File: src/multi_level_time_hysteresis_top_assert.svh
// Assertion macros for the multi-level time hysteresis filter.
// Used by multi_level_time_hysteresis_top; expects clk and rst in scope.
`ifndef MULTI_LEVEL_TIME_HYSTERESIS_TOP_ASSERT_SVH
`define MULTI_LEVEL_TIME_HYSTERESIS_TOP_ASSERT_SVH

`ifndef SYNTH
// Same-cycle implication, disabled during reset.
`define MLTH_ASSERT_NOW(label, ante, cons) \
  label: assert property (@(posedge clk) disable iff (rst) (ante) |-> (cons)) \
    else $error("mlth assertion failed");
// Next-cycle implication, disabled during reset.
`define MLTH_ASSERT_NEXT(label, ante, cons) \
  label: assert property (@(posedge clk) disable iff (rst) (ante) |=> (cons)) \
    else $error("mlth assertion failed");
`else
`define MLTH_ASSERT_NOW(label, ante, cons)
`define MLTH_ASSERT_NEXT(label, ante, cons)
`endif

`endif

File: src/mlth_pkg.sv
// Types and constants for the multi-level time hysteresis filter.
// No dependencies; imported by multi_level_time_hysteresis_top and its bench.
`default_nettype none

package mlth_pkg;

  localparam int TIME_BITS = 32;
  localparam int HOLD_BITS = 32;
  localparam int LEVEL_W   = 2;
  localparam int NLEVELS   = 4;
  localparam int CFG_IDX_W = 1;
  localparam int CFG_DATA_W = HOLD_BITS;

  typedef logic [LEVEL_W-1:0] level_t;

  localparam level_t LVL_OK    = 2'd0;
  localparam level_t LVL_WARN  = 2'd1;
  localparam level_t LVL_ERROR = 2'd2;
  localparam level_t LVL_STALE = 2'd3;

  typedef enum logic [CFG_IDX_W-1:0] {
    REG_FILTER_ENABLE = 1'b0,
    REG_HOLD_TICKS    = 1'b1
  } cfg_reg_t;

  typedef struct packed {
    logic [TIME_BITS-1:0] time_now;
    level_t               raw_level;
  } mlth_item_t;

  typedef struct packed {
    level_t stable_out;
    level_t raw_out;
  } mlth_result_t;

endpackage

`default_nettype wire

File: src/multi_level_time_hysteresis_top.sv
// Multi-level time hysteresis filter: top level with stamp state and output stage.
// Depends on mlth_pkg and multi_level_time_hysteresis_top_assert.svh.
// An accepted word is registered into result, or into skid while result is held.
// Throughput: one word per cycle while skid is empty; the result register plus
// a one-word skid register let item_stall come from a register, not from result_stall.
// Reset (rst, synchronous, active high): stable level STALE, all stamps
// invalid, filter disabled, hold_ticks zero, result and skid empty.
`default_nettype none
`include "multi_level_time_hysteresis_top_assert.svh"

module multi_level_time_hysteresis_top (
  input  wire logic                            clk,
  input  wire logic                            rst,
  input  wire logic                            item_valid,
  output logic                                 item_stall,
  input  wire mlth_pkg::mlth_item_t            item,
  output logic                                 result_valid,
  input  wire logic                            result_stall,
  output mlth_pkg::mlth_result_t               result,
  input  wire logic                            cfg_we,
  input  wire logic [mlth_pkg::CFG_IDX_W-1:0]  cfg_index,
  input  wire logic [mlth_pkg::CFG_DATA_W-1:0] cfg_data
);

  import mlth_pkg::*;

  // Configuration registers.
  logic                 filter_enable;
  logic [HOLD_BITS-1:0] hold_ticks;

  // Filter state: stable level and first-seen stamps per level, both directions.
  level_t               stable_lvl;
  logic [NLEVELS-1:0]   rise_valid;
  logic [TIME_BITS-1:0] rise_time [NLEVELS];
  logic [NLEVELS-1:0]   fall_valid;
  logic [TIME_BITS-1:0] fall_time [NLEVELS];

  // Next-state values for one accepted word.
  level_t               stable_lvl_next;
  logic [NLEVELS-1:0]   rise_valid_next;
  logic [TIME_BITS-1:0] rise_time_next [NLEVELS];
  logic [NLEVELS-1:0]   fall_valid_next;
  logic [TIME_BITS-1:0] fall_time_next [NLEVELS];

  // Output stage: result register and one skid word behind it.
  logic         skid_valid;
  mlth_result_t skid;
  mlth_result_t result_next;

  logic accept;
  logic drain;

  // Stall only on a full skid word: that register decouples the two sides.
  assign item_stall = skid_valid;
  assign accept     = item_valid && !skid_valid;
  assign drain      = result_valid && !result_stall;

  // ---------------------------------------------------------------------------
  // Filter step: stamp, then move. Four levels, all in parallel.
  // ---------------------------------------------------------------------------
  always_comb begin
    logic [NLEVELS-1:0]   rise_ok;
    logic [NLEVELS-1:0]   fall_ok;
    logic [TIME_BITS-1:0] rise_elapsed;
    logic [TIME_BITS-1:0] fall_elapsed;
    logic                 up_hit;
    logic                 down_hit;
    level_t               up_lvl;
    level_t               down_lvl;
    level_t               l_lvl;

    rise_valid_next = rise_valid;
    fall_valid_next = fall_valid;
    rise_time_next  = rise_time;
    fall_time_next  = fall_time;
    stable_lvl_next = stable_lvl;
    rise_ok         = '0;
    fall_ok         = '0;
    rise_elapsed    = '0;
    fall_elapsed    = '0;
    up_hit          = 1'b0;
    down_hit        = 1'b0;
    up_lvl          = stable_lvl;
    down_lvl        = stable_lvl;
    l_lvl           = LVL_OK;

    if (filter_enable) begin
      // Drop stamps the input no longer reaches; stamp newly reached levels.
      for (int l = 0; l < NLEVELS; l++) begin
        l_lvl = level_t'(l);
        if (l_lvl > item.raw_level) begin
          rise_valid_next[l] = 1'b0;
        end else if (l_lvl > stable_lvl && !rise_valid[l]) begin
          rise_valid_next[l] = 1'b1;
          rise_time_next[l]  = item.time_now;
        end
        if (l_lvl < item.raw_level) begin
          fall_valid_next[l] = 1'b0;
        end else if (l_lvl < stable_lvl && !fall_valid[l]) begin
          fall_valid_next[l] = 1'b1;
          fall_time_next[l]  = item.time_now;
        end
      end

      // Held long enough: modulo elapsed time against hold_ticks.
      for (int l = 0; l < NLEVELS; l++) begin
        rise_elapsed = item.time_now - rise_time_next[l];
        fall_elapsed = item.time_now - fall_time_next[l];
        rise_ok[l]   = rise_valid_next[l] && (rise_elapsed >= hold_ticks);
        fall_ok[l]   = fall_valid_next[l] && (fall_elapsed >= hold_ticks);
      end

      // Upward: highest qualifying level in (stable, raw].
      for (int l = 0; l < NLEVELS; l++) begin
        l_lvl = level_t'(l);
        if (l_lvl > stable_lvl && l_lvl <= item.raw_level && rise_ok[l]) begin
          up_hit = 1'b1;
          up_lvl = l_lvl;
        end
      end

      // Downward: lowest qualifying level in [raw, stable), scanned from the top.
      for (int l = NLEVELS - 1; l >= 0; l--) begin
        l_lvl = level_t'(l);
        if (l_lvl < stable_lvl && l_lvl >= item.raw_level && fall_ok[l]) begin
          down_hit = 1'b1;
          down_lvl = l_lvl;
        end
      end

      // A move clears every stamp of the opposite direction.
      if (up_hit) begin
        stable_lvl_next = up_lvl;
        fall_valid_next = '0;
      end else if (down_hit) begin
        stable_lvl_next = down_lvl;
        rise_valid_next = '0;
      end
    end else begin
      // Pass-through: follow the input, leave stamps as they are.
      stable_lvl_next = item.raw_level;
    end

    result_next.stable_out = stable_lvl_next;
    result_next.raw_out    = item.raw_level;
  end

  // ---------------------------------------------------------------------------
  // Configuration writes.
  // ---------------------------------------------------------------------------
  always_ff @(posedge clk) begin
    if (rst) begin
      filter_enable <= 1'b0;
      hold_ticks    <= '0;
    end else if (cfg_we) begin
      unique case (cfg_reg_t'(cfg_index))
        REG_FILTER_ENABLE: filter_enable <= cfg_data[0];
        REG_HOLD_TICKS:    hold_ticks    <= cfg_data[HOLD_BITS-1:0];
        default: ;
      endcase
    end
  end

  // ---------------------------------------------------------------------------
  // Filter state: advance on every accepted word.
  // ---------------------------------------------------------------------------
  always_ff @(posedge clk) begin
    if (rst) begin
      stable_lvl <= LVL_STALE;
      rise_valid <= '0;
      fall_valid <= '0;
    end else if (accept) begin
      stable_lvl <= stable_lvl_next;
      rise_valid <= rise_valid_next;
      fall_valid <= fall_valid_next;
    end
  end

  // Stamp values are gated by their valid bits and need no reset.
  always_ff @(posedge clk) begin
    if (accept) begin
      rise_time <= rise_time_next;
      fall_time <= fall_time_next;
    end
  end

  // ---------------------------------------------------------------------------
  // Output stage: result register refills from skid first, else from the step.
  // ---------------------------------------------------------------------------
  always_ff @(posedge clk) begin
    if (rst) begin
      result_valid <= 1'b0;
      skid_valid   <= 1'b0;
    end else if (drain || !result_valid) begin
      if (skid_valid) begin
        result_valid <= 1'b1;
        skid_valid   <= 1'b0;
      end else begin
        result_valid <= accept;
      end
    end else if (accept) begin
      // Result is held by the consumer: park the new word.
      skid_valid <= 1'b1;
    end
  end

  always_ff @(posedge clk) begin
    if (drain || !result_valid) begin
      if (skid_valid) begin
        result <= skid;
      end else if (accept) begin
        result <= result_next;
      end
    end else if (accept) begin
      skid <= result_next;
    end
  end

  // ---------------------------------------------------------------------------
  // Checks.
  // ---------------------------------------------------------------------------
  // Skid word only exists behind an occupied result register.
  `MLTH_ASSERT_NOW(a_skid_behind_result, skid_valid, result_valid)
  // Disabled filter: stable level takes the accepted raw level.
  `MLTH_ASSERT_NEXT(a_pass_through, accept && !filter_enable, stable_lvl == $past(item.raw_level))
  // Zero hold: stable level lands on the raw level at once.
  `MLTH_ASSERT_NEXT(a_zero_hold, accept && filter_enable && (hold_ticks == '0), stable_lvl == $past(item.raw_level))

endmodule

`default_nettype wire

File: config.mk
export PLATFORM = sky130hd
export DESIGN_NAME = multi_level_time_hysteresis_top
export DESIGN_NICKNAME = d
export VERILOG_FILES = /design/src/mlth_pkg.sv /design/src/multi_level_time_hysteresis_top.sv
export VERILOG_INCLUDE_DIRS = /design/src /design/src/src
export SDC_FILE = /design/constraint.sdc
export NUM_CORES = 1
export LEC_CHECK = 0
export ABC_AREA = 1
export BUFFER_PORTS_ARGS = -buffer_cell sky130_fd_sc_hd__buf_4
export CAP_MARGIN = 20
export CORE_MARGIN = 4
export CORE_UTILIZATION = 59
export DETAILED_ROUTE_END_ITERATION = 16
export GPL_TIMING_DRIVEN = 0
export PLACE_DENSITY = 0.76
export RECOVER_POWER = 50
export SYNTH_ARGS = -nofsm -noshare
export SYNTH_HDL_FRONTEND = slang
export SYNTH_SLANG_ARGS = --single-unit
File: constraint.sdc
create_clock -name clk -period 28.3 [get_ports clk]
set_input_delay 5.66 -clock clk [delete_from_list [all_inputs] [get_ports clk]]
set_output_delay 5.66 -clock clk [all_outputs]
set_load 0.02 [all_outputs]
* Word level (Yosys, flattened, before mapping)
Cells that the tools add are included.
** Word-level totals
- Register bits after elaboration :: 309
- Bits in latches :: 0
- RAM bits :: 0
- Memory bits (read-only) :: 0
- Input bits :: 72
- Word-level logic and storage cells :: 189
- Memories :: 0
** Operators by class
- $add $sub $neg :: 8
- Multipliers :: 0
- Div/mod/pow operators :: 0
- $lt $le $gt $ge :: 32
- Equality and inequality tests :: 0
- Shift operators :: 0
- Muxes and demuxes :: 75
- Bitwise operators :: 2
- Reduce and logical (&&, ||, !) cells :: 53
** Operators with widths (number)
- two-way mux 32 bit :: 24
- >= comparator 32 bit :: 8
- subtractor 32 bit :: 8
- two-way mux 1 bit :: 35
- logical AND 1 bit :: 34
- two-way mux 2 bit :: 11
- two-way mux 4 bit :: 5
- zero test 1 bit :: 11
- AND reduction 2 bit :: 5
- > comparator 1 x 2 -> 1 bit, first input constant :: 4
- > comparator 2 bit, first input constant :: 4
- less-than comparator 1 x 2 -> 1 bit, first input constant :: 4
- less-than comparator 2 bit, first input constant :: 4
- >= comparator 1 x 2 -> 1 bit, first input constant :: 2
- >= comparator 2 bit, first input constant :: 2
- <= comparator 1 x 2 -> 1 bit, first input constant :: 2
- <= comparator 2 bit, first input constant :: 2
- inverter 1 bit :: 2
- nonzero test 2 bit :: 1
- OR reduction 2 bit :: 1
- logical OR 1 bit :: 1

* Depth between registers and ports, before layout
- Word-level depth :: 19
- Mapped depth :: 36
- Depth with buffers taken out :: 33

* Worst setup path before layout
Ideal clock, no wire load.
- Path type :: input port to flip-flop
- Start :: input port item_valid
- End :: register fall_valid[0]
- Library setup time :: 0.142 ns
- Arrival time :: 15.313 ns
- Data required time :: 28.158 ns
- Path slack :: 12.844 ns
- Cell stages on the path :: 7
- Buffers on the path :: 0
- Cells stage by stage :: inv_1 nor2_1 inv_1 nor2_1 inv_1 nand2_1 a21oi_1
** On the way
- Word-level cells in the longest chain between the ends :: 2
** Ends and longest elaborated chain
- start: declaration :: RTL line multi_level_time_hysteresis_top.sv:14 : input wire logic item_valid,
- logical AND 1 bit :: RTL line multi_level_time_hysteresis_top.sv:55 : assign accept = item_valid && !skid_valid;
- AND reduction 2 bit (no line)
- end signal: assignment :: RTL line multi_level_time_hysteresis_top.sv:175 : fall_valid <= fall_valid_next;
- end: declaration :: RTL line multi_level_time_hysteresis_top.sv:35 : logic [NLEVELS-1:0] fall_valid;
No other way between the ends.
A chain may end at the register's enable or synchronous reset.

* Final worst setup path
- Start :: input port item[1] (netlist bit)
- End :: register result[2] (netlist bit) (data pin)
** On the way
- Word-level cells in the longest chain between the ends :: 17
- Elaborated cells on any way between the ends :: 111
- Those cells by class :: add/sub: 8; order compare: 24; mux: 55; reduce/logical: 24
** Ends and longest elaborated chain
- start: declaration :: RTL line multi_level_time_hysteresis_top.sv:16 : input wire mlth_pkg::mlth_item_t item,
- less-than comparator 2 bit :: RTL line multi_level_time_hysteresis_top.sv:97 : if (l_lvl < item.raw_level) begin
- two-way mux 32 bit :: RTL line multi_level_time_hysteresis_top.sv:97
- two-way mux 32 bit :: RTL line multi_level_time_hysteresis_top.sv:87 : if (filter_enable) begin
- subtractor 32 bit :: RTL line multi_level_time_hysteresis_top.sv:108 : fall_elapsed = item.time_now - fall_time_next[l];
- >= comparator 32 bit :: RTL line multi_level_time_hysteresis_top.sv:110 : fall_ok[l] = fall_valid_next[l] && (fall_elapsed >= hold_ticks);
- logical AND 1 bit :: RTL line multi_level_time_hysteresis_top.sv:110
- logical AND 1 bit :: RTL line multi_level_time_hysteresis_top.sv:125 : if (l_lvl < stable_lvl && l_lvl >= item.raw_level && fall_ok[l]) begin
- two-way mux 1 bit (4 in a row) :: RTL line multi_level_time_hysteresis_top.sv:125
- two-way mux 1 bit :: RTL line multi_level_time_hysteresis_top.sv:87
- two-way mux 2 bit :: RTL line multi_level_time_hysteresis_top.sv:135 : end else if (down_hit) begin
- two-way mux 2 bit * :: RTL line multi_level_time_hysteresis_top.sv:132 : if (up_hit) begin
- two-way mux 2 bit * :: RTL line multi_level_time_hysteresis_top.sv:87
- two-way mux 4 bit * :: RTL line multi_level_time_hysteresis_top.sv:211 : end else if (accept) begin
- two-way mux 4 bit * :: RTL line multi_level_time_hysteresis_top.sv:209 : if (skid_valid) begin
- end signal: assignment :: RTL line multi_level_time_hysteresis_top.sv:210 : result <= skid;
- end signal: assignment :: RTL line multi_level_time_hysteresis_top.sv:212 : result <= result_next;
- end: declaration :: RTL line multi_level_time_hysteresis_top.sv:19 : output mlth_pkg::mlth_result_t result,
Every way passes the cells marked *; elsewhere a longest branch is shown, timed or not. The select of a mux whose other input is x is not followed.

==> results.json <==
{
  "synth_top_family_by_area": "compound AO/OA/AOI/OAI gates",
  "yosysSeqAreaShare_pct": 27.6,
  "sw_frac_of_total_pct": 40.3,
  "status": "complete, but fails checks",
  "slew_headroom_pct": -35.1,
  "whs_ns": 0.486,
  "power.density_nw_per_um2": 53.3,
  "cts-buffers-inserted": 30,
  "cts_setup_buffers": 0,
  "dr.pass1.iters": 5,
  "diodes": 0,
  "clkPwrFrac_pct": 26.4,
  "worstMarginPinSlew_ns": 2.03,
  "fin_cells": 3979,
  "criticalPathCategory": "in -> reg",
  "postCtsHoldBufs": 0,
  "die_w_um": 213,
  "yosys.area_share.simple_pct": 18.6,
  "syn_area_um2": 24900,
  "synth.distinct_cells": 48,
  "synth_mux_area_share_pct": 0,
  "htreeDepth": 1,
  "final_nets": 3873,
  "crit_arrival_ns": 12.25,
  "hold_viol_final": 0,
  "hold_path.class": "reg -> reg",
  "io_pins": 78,
  "cts_tree": "done",
  "core_area_um2": 41200,
  "yosys_register_bits": 243,
  "grtUsageTotal_pct": 33.5,
  "failed_checks": "capacitance limit, slew limit",
  "ant_nets": 0,
  "dpl.cell_count": 3923,
  "post_cts_resized": 0,
  "overflow": 0,
  "io_buffers": 77,
  "dr_total_vias": 23200,
  "avgSynthCellArea_um2": 7.51,
  "critPathMaxFanout": 10,
  "min_period_ns": 11.92,
  "maxCapViolCount": 3,
  "end_kind": "flop",
  "p_leak_nw": 12.8,
  "rsz0062_at_grt": "false",
  "p_comb_share_pct": 45.3,
  "dp_slack_ns": 16.06,
  "drt-total-wl_mm": 77.6,
  "slowest_stage": "nor2_1",
  "syn_nets": 3758,
  "cts-root-buf": "clkbuf_16",
  "slowest_delay_ns": 0.54,
  "place_area_um2": 26200,
  "clockBufferDepth": 3,
  "p_sw_mw": 0.581,
  "cts.sinks": 243,
  "die-height_um": 213,
  "avgRoutedWirePerCell_um": 19.5,
  "final.fill_count": 3598,
  "fin_tns_setup_ns": 0,
  "clock_latency_ns": 0.59,
  "fmax_mhz": 83.9,
  "clock_skew_ns": 0.00910,
  "worstPathRequired_ns": 28.63,
  "viasPerCell": 5.84,
  "setup_ws_ns": 16.38,
  "post-route-drc-count": 0,
  "antenna_found_initial": 4,
  "drt_iter0_drc": 1733,
  "initial_core_util_pct": 60.3,
  "p_seq_share_pct": 28.3,
  "stdcell_area_um2": 27100,
  "postLayoutCoreUtil_pct": 65.7,
  "gp_congestion": 0.998,
  "yosysWarnings": 0,
  "period_share_pct": 42.1,
  "path_clk_slew_ns": 0.06,
  "irDropWorstVdd_v": 0.0000543,
  "grt_pass1_wl_mm": 119,
  "grt_start_max_net_pins": 36,
  "rows": 74,
  "first_global_vias": 22600,
  "syn_inst": 3308,
  "critPathLaunchType": "input pin",
  "finalSetupViolations": 0,
  "drive_gt1_share_pct": 8.38,
  "drv_slew": 87,
  "area_delta_synth_final_pct": 8.96,
  "path_common_cell": "nand2_1",
  "dp_hpwl_mm": 61.3,
  "synth_compound_area_share_pct": 19.3,
  "synth-xor-area-share_pct": 6.38,
  "synth_fa_ha_area_share_pct": 19.2,
  "intPower_mw": 0.861,
  "dieArea_um2": 45500,
  "power_mw": 1.44
}
==> sequential cells by signal, indices dropped and copies added (netlist names) <==
register and flops:
fall_time 96, rise_time 96, hold_ticks 32, result 4
skid 4, fall_valid 3, rise_valid 3, stable_lvl 2
filter_enable 1, item_stall 1, result_valid 1
==> cell families after synthesis <==
| logic type | count (synthesis) |
|---|---|
| AND/OR/NAND/NOR | 1038 |
| AO/OA/AOI/OAI | 881 |
| buffers and inverters | 587 |
| adder cells (fa/ha/maj) | 378 |
| flip-flops | 243 |
| XOR/XNOR | 181 |
==> cell type report <==
class,count,area (µm²),share of cell area (%)
buffer,49,184,0.679
sequential,243,6870,25.4
timing repair buffer,83,612,2.26
clock inverter,14,92.6,0.342
inverter,538,2020,7.47
clock buffer,42,882,3.26
multi-input combinational,2478,15800,58.2
tap,532,666,2.46
==> metal layers <==
metal / up-vias / part of all wire (%) / GRT usage (%)
met1: 10700 / 41 / 41.9
met5: - / 0.017 / 0
met3: 232 / 6.6 / 3.76
met2: 803 / 46 / 56.6
li1: 11500 / - / -
met4: 2 / 6.8 / 18.7
==> layout by cell type (no fill, tap or decap), drive strengths merged, types with 105 or more instances in the layout <==
master and count:
nor2 207, ha 373, a21oi 364, clkbuf 105, or2 125, edfxtp 200, o21ai 390, xor2 126
inv 541, nand2 521
==> power groups by stage <==
stage | registers [mW] | clock network (mW) | logic [mW]
after floorplan | 0.418 | 0 | 0.461
after global placement | 0.419 | 0 | 0.612
after detailed placement | 0.415 | 0 | 0.640
after CTS | 0.408 | 0.386 | 0.645
after global routing | 0.409 | 0.400 | 0.733
final | 0.408 | 0.381 | 0.653
==> cell usage after synthesis (all sizes together) <==
master	n	area share (%)
a211oi	6	0.18
a21boi	22	0.77
a21o	15	0.45
a21oi	364	7.4
a221oi	2	0.070
a31oi	22	0.55
and2	1	0.025
buf	1	0.060
clkbuf	48	0.72
dfxtp	43	3.5
edfxtp	200	24
fa	5	0.40
ha	373	19
inv	538	8.1
nand2	521	8.0
nand3	85	1.9
nand3b	8	0.29
nand4	39	0.98
nor2	207	3.2
nor3	44	0.89
nor3b	2	0.060
nor4	6	0.15
o211ai	10	0.30
o21a	24	0.72
o21ai	390	7.9
o21bai	16	0.53
o221a	2	0.091
o221ai	6	0.21
o311ai	2	0.070
or2	125	3.1
xnor2	55	1.9
xor2	126	4.4
==> final timing paths <==
check	start	depth (start not counted)	slack [ns]	to
min reg2reg	fall_valid[0]$_SDFFE_PP0P_	2	0.49	fall_valid[0]$_SDFFE_PP0P_
max reg2reg	stable_lvl[1]$_SDFFE_PP1P_	33	21.17	result[2]$_DFFE_PP_
max	item[1]	33	16.38	result[2]$_DFFE_PP_
min	fall_valid[0]$_SDFFE_PP0P_	2	0.49	fall_valid[0]$_SDFFE_PP0P_
==> worst max-delay path, delay by kind of cell <==
family	cells	cell delay, ns
AOI/OAI and AO/OA	9	2.17
and+or+nand+nor	16	2.07
xor gates and xnor gates	1	0.26
buffers and inverters	4	1.08
adders and majority gates	3	0.99
Note: power is estimated with default switching activity, not from simulation.
